[config.mk]
export PLATFORM = sky130hd
export DESIGN_NAME = ppab_addr
export DESIGN_NICKNAME = d
export VERILOG_FILES = /design/src/design/packed_pixel_alpha_blend_macros.svh /design/src/design/ppab_pkg.sv /design/src/design/ppab_addr.sv
export SDC_FILE = /design/constraint.sdc
export NUM_CORES = 1
export LEC_CHECK = 0
export BUFFER_PORTS_ARGS = -buffer_cell sky130_fd_sc_hd__buf_2
export CAP_MARGIN = 20
export CORE_MARGIN = 2
export CORE_UTILIZATION = 35
export DETAILED_ROUTE_END_ITERATION = 8
export GPL_ROUTABILITY_DRIVEN = 1
export GPL_TIMING_DRIVEN = 0
export PLACE_DENSITY_LB_ADDON = 0.1
export SYNTH_ARGS = -nofsm -noshare
export SYNTH_HDL_FRONTEND = slang
export SYNTH_SLANG_ARGS = --single-unit
[constraint.sdc]
create_clock -name vclk -period 9.3
set_input_delay 0.93 -clock vclk [all_inputs]
set_output_delay 0.93 -clock vclk [all_outputs]
set_load 0.01 [all_outputs]
[src/design/packed_pixel_alpha_blend_macros.svh]
// assertion macros for the packed pixel alpha blender
// no dependencies; included by the top level only
`ifndef PACKED_PIXEL_ALPHA_BLEND_MACROS_SVH
`define PACKED_PIXEL_ALPHA_BLEND_MACROS_SVH

`ifndef ASSERT_OFF

// same-cycle implication, disabled during reset
`define PPAB_ASSERT_IMP(label, clk, rst_n, ante, cons) \
    label: assert property (@(posedge clk) disable iff (!rst_n) (ante) |-> (cons)) \
        else $error("assertion failed: same-cycle implication");

// next-cycle implication, disabled during reset
`define PPAB_ASSERT_NXT(label, clk, rst_n, ante, cons) \
    label: assert property (@(posedge clk) disable iff (!rst_n) (ante) |=> (cons)) \
        else $error("assertion failed: next-cycle implication");

`else

`define PPAB_ASSERT_IMP(label, clk, rst_n, ante, cons)
`define PPAB_ASSERT_NXT(label, clk, rst_n, ante, cons)

`endif

`endif

[src/design/ppab_pkg.sv]
// shared constants for the packed pixel alpha blender
// no dependencies; imported by every module of the block
`default_nettype none

package ppab_pkg;

    // field widths
    localparam int WORD_W    = 32;
    localparam int COORD_W   = 12;
    localparam int STRIDE_W  = 16;
    localparam int BPP_W     = 3;
    localparam int CFG_IDX_W = 2;

    // pixel format codes (bytes per pixel)
    localparam logic [BPP_W-1:0] FMT_RGB332   = 3'd1;
    localparam logic [BPP_W-1:0] FMT_RGB565   = 3'd2;
    localparam logic [BPP_W-1:0] FMT_RGB888   = 3'd3;
    localparam logic [BPP_W-1:0] FMT_XRGB8888 = 3'd4;

    // configuration register indexes
    localparam logic [CFG_IDX_W-1:0] CFG_BPP    = 2'd0;
    localparam logic [CFG_IDX_W-1:0] CFG_STRIDE = 2'd1;
    localparam logic [CFG_IDX_W-1:0] CFG_BASE   = 2'd2;

    // register reset values
    localparam logic [BPP_W-1:0]    BPP_RESET    = FMT_RGB565;
    localparam logic [STRIDE_W-1:0] STRIDE_RESET = '0;
    localparam logic [WORD_W-1:0]   BASE_RESET   = '0;

    // channel spread masks
    localparam logic [WORD_W-1:0] MASK_332 = 32'h0000_38E3;
    localparam logic [WORD_W-1:0] MASK_565 = 32'h07E0_F81F;
    localparam logic [WORD_W-1:0] MASK_RB  = 32'h00FF_00FF;
    localparam logic [WORD_W-1:0] MASK_G   = 32'h0000_FF00;
    localparam logic [WORD_W-1:0] MASK_8   = 32'h0000_00FF;

endpackage

`default_nettype wire

[src/design/ppab_addr.sv]
// frame byte address: base + y*stride + x*bytes_per_pixel, modulo 2^32
// depends on ppab_pkg
`default_nettype none

module ppab_addr
    import ppab_pkg::*;
(
    input  wire logic [WORD_W-1:0]   i_frame_base,
    input  wire logic [STRIDE_W-1:0] i_row_stride,
    input  wire logic [BPP_W-1:0]    i_bytes_per_pixel,
    input  wire logic [COORD_W-1:0]  i_pixel_x,
    input  wire logic [COORD_W-1:0]  i_pixel_y,
    output logic      [WORD_W-1:0]   o_byte_address
);

    logic [COORD_W+STRIDE_W-1:0] row_offset;
    logic [COORD_W+BPP_W-1:0]    col_offset;

    // row and column products
    assign row_offset = {{STRIDE_W{1'b0}}, i_pixel_y} * {{COORD_W{1'b0}}, i_row_stride};
    assign col_offset = {{BPP_W{1'b0}}, i_pixel_x} * {{COORD_W{1'b0}}, i_bytes_per_pixel};

    // wrapping sum
    assign o_byte_address = i_frame_base
                          + {{(WORD_W-COORD_W-STRIDE_W){1'b0}}, row_offset}
                          + {{(WORD_W-COORD_W-BPP_W){1'b0}}, col_offset};

endmodule

`default_nettype wire

Word level (Yosys, flattened, before mapping)
Cells that the tools add are included.
{ "totals": {"inputBits": 75, "output_inout_bits": 32, "wordCells": 4, "reg_bits": 0} }
{ "classes": {"n_mul": 2, "add_sub_neg": 2} }
{ "op_table": {"columns": ["operator", "n"], "rows": [
  ["adder 32 x 15 -> 32 bit", 1],
  ["adder 32 x 28 -> 32 bit", 1],
  ["multiplier 12 x 16 -> 28 bit", 1],
  ["multiplier 12 x 3 -> 15 bit", 1]
]} }

Longest topological paths before layout
{ "logic_depth": {"word_depth": 3, "ltp_mapped": 23, "ltp_nobuf": 21} }

Worst setup path before layout
No wires, ideal clock.
{ "synth_timing": {"path_kind": "input to output", "from": "input port i_bytes_per_pixel[0]", "to": "output port o_byte_address[28]", "path_stages": 17, "t_arrival_ns": 6.111, "required_time_ns": 8.370, "slack_ns": 2.259, "path_buffers": 1, "cell_sequence": "clkbuf_1 > nand2_1 > fa_1 > fa_1 > inv_1 > fa_1 > fa_1 > fa_1 > inv_1 > fa_1 > inv_1 > ha_1 > a2111o_1 > a221o_1 > a311oi_2 > o31ai_1 > xor2_1"} }
{ "synth_between": {"elab_chain_cells": 2} }
{ "synth_lines": {"columns": ["item", "line_no", "source"], "rows": [
  ["start, declared", "ppab_addr.sv:10", "input wire logic [BPP_W-1:0] i_bytes_per_pixel,"],
  ["multiplier 12 x 3 -> 15 bit", "ppab_addr.sv:21", "assign col_offset = {{BPP_W{1'b0}}, i_pixel_x} * {{COORD_W{1'b0}}, i_bytes_per_pixel};"],
  ["adder 32 x 15 -> 32 bit", "ppab_addr.sv:26", "+ {{(WORD_W-COORD_W-BPP_W){1'b0}}, col_offset};"],
  ["end, declared", "ppab_addr.sv:13", "output logic [WORD_W-1:0] o_byte_address"]
]} }
Every way passes these cells.

Worst setup path in the final report
{ "layout_timing": {"from": "input port i_pixel_y[4]", "to": "output port o_byte_address[29]"} }
{ "layout_between": {"elab_chain_cells": 3} }
{ "layout_lines": {"columns": ["item", "line_no", "source"], "rows": [
  ["start, declared", "ppab_addr.sv:12", "input wire logic [COORD_W-1:0] i_pixel_y,"],
  ["multiplier 12 x 16 -> 28 bit", "ppab_addr.sv:20", "assign row_offset = {{STRIDE_W{1'b0}}, i_pixel_y} * {{COORD_W{1'b0}}, i_row_stride};"],
  ["adder 32 x 28 -> 32 bit", "ppab_addr.sv:25", "+ {{(WORD_W-COORD_W-STRIDE_W){1'b0}}, row_offset}"],
  ["adder 32 x 15 -> 32 bit", "ppab_addr.sv:26", null]
]} }
Every way passes these cells.

==> flow_summary.ini <==
[outcome]
status = completed

[global_route]
grt_max_degree = 11
grt_pass1_wl_um = 35570
grt_pass1_vias = 6770
antenna_found_initial = 0
grt_util_all_layers = 0.1771
grt.overflow.total = 0

[timing]
final_max_slew_viol_count = 0
setup-tns-final_ns = 0
rsz0062_at_grt = no
fmax_ghz = 0.1257
finalCritPeriodShare = 0.8552
setup_viol = 0
fin_crit_ns = 7.953
hold_viol_final = 0
timing.slew.headroom = 0.5910
whs_ns = 2.130
worst_pin_slew_ns = 0.6136

[setup_path]
cp_data_arrival_time_ns = 7.02
crit_chain = buf_2, clkbuf_1, nand2_1, fa_1, inv_1, fa_1, fa_1, fa_1, fa_1, inv_1, fa_1, inv_1, ha_1, clkbuf_1, a21oi_1, o21ai_0, a21o_1, and2_0, a311oi_1, o21ai_0, xor2_1, buf_2
path_delay_family = adder cells
critical-path-max-stage-delay_ns = 0.58
crit_slowest_cell = fa_1
crit_fanout = 10
endpoint = o_byte_address[29]
setup.worst_path.start = i_pixel_y[4]
path_class = in2out
worst-path-stages = 22
start_kind = input port
cp.required_ns = 8.37
crit_buf_inv = 7
end_kind = primary output
cp_common_cell = fa_1

[synth]
synth_area_leaders = fa_1, ha_1, inv_1
syn_inst = 977
yosysUniqueCellTypes = 38
syn_area_sq_um = 8463
yosys_warnings = 0
synth_nets = 1351
synth_top_area_share = 0.4755
yosysSeqAreaShare = 0
avgSynthCellArea_sq_um = 8.662
yosys.area.top_type = fa_1

[die]
die_height_um = 159.5
die-area_sq_um = 25440
ios = 107
rows = 56
core_sq_um = 23610
die_x_um = 159.5
start_util = 0.3584

[drt]
drt_pre_antenna_iters = 5
via_count = 6516
antenna_left = 0
drt_wl_total_um = 21990
first_iter_violations = 284
post_drt_wl_per_cell_um = 15.67
drc = 0
avgViaCountPerCell = 4.644

[clock_network]
cts_resized = 0
cts_hold_buf = 0
post-cts-setup-buffers = 0

[place]
hpwl_um = 19670
placedCellCount = 1403
place.gp.congestion = 0.7995
io_buffers = 107

[finish]
nFlopsAndLatches = 0
final_cells = 1403
diodes = 0
layout-area-overhead-vs-synth_pct = 11.04
fin_util = 0.3980
regArea_sq_um = 0
clkbuf_count = 0
drive_gt1_frac = 0.1042
fin_nets = 1460

[min_path]
min_path_type = in2out

[job]
cap_violations = 0
-- how the worst min path moves through the flow --
stage          cells after the start            endpoint              from
2_1_floorplan                      1  o_byte_address[31]  i_frame_base[31]
3_3_place_gp                       3  o_byte_address[31]  i_frame_base[31]
3_5_place_dp                       3  o_byte_address[31]  i_frame_base[31]
4_1_cts                            3  o_byte_address[31]  i_frame_base[31]
5_1_grt                            3  o_byte_address[31]  i_frame_base[31]
6_report                           3  o_byte_address[31]  i_frame_base[31]
-- stage by stage --
stage | worst slack (ns) | instance area, sq um
global placement | 1.340 | 9398
floorplan | 2.259 | 8463
global route | 1.025 | 9398
CTS | 1.326 | 9398
detailed placement | 1.348 | 9398
finish | 1.347 | 9398
-- per-layer routing --
layer	global-route usage	routed length, um	vias up
met2	0.3410	12080	104
met5	0	0	-
met3	0.007815	612	11
met4	0.009504	145	0
met1	0.2292	9148	3315
li1	-	-	3086
-- layout make-up --
type	count	area (sq um)
multi-input combinational	690	7386
inverter	251	942.2
tap	319	399.1
timing repair buffer	107	535.5
fill	2548	14210
buffer	36	135.1
-- cells in the final DEF, fill, tap and decap left out, types with 4 or more instances in the layout --
master    synthesis  final
inv_1           251    251
fa_1            201    201
nand2_1         141    141
and2_1          108    108
buf_2             0    107
ha_1             98     98
clkbuf_1         36     36
a21oi_1          24     24
nor2_1           17     17
xnor2_1          17     17
o21ai_0          13     13
xor2_1           11     11
a21o_1            8      8
nand3_1           8      8
o211ai_1          5      5
nand4_1           4      4
-- tightest hold or removal path: cells and delay by family --
kind,cells,cell delay [ns]
buffers and inverters,2,0.21
xor gates and xnor gates,1,0.06
-- cell families (layout without fill, tap and decap cells) --
family / after synthesis / count (layout) / share of synthesized area
AOI/OAI and AO/OA: 74 / 74 / 0.05796
xor gates and xnor gates: 28 / 28 / 0.02898
adders and majority gates: 299 / 299 / 0.6203
buffers and inverters: 287 / 394 / 0.1273
and+or+nand+nor: 289 / 289 / 0.1654
-- synth_stat cells (all sizes together) --
library cell and number:
inv 251, fa 201, nand2 141, and2 109, ha 98, clkbuf 36
a21oi 25, nor2 17, xnor2 17, o21ai 13, xor2 11, a21o 8
nand3 8, o211ai 5, nand4 4, a211oi 3, a311oi 3, nor2b 3
o21bai 3, a221oi 2, a31o 2, a31oi 2, and3 2, nor3 2
o31ai 2, a2111o 1, a211o 1, a21boi 1, a221o 1, nand2b 1
nor4 1, o21a 1, o31a 1, or2 1
Power is not shown: default switching activity piles up to over one toggle a cycle in this logic, so the estimate is an artifact.
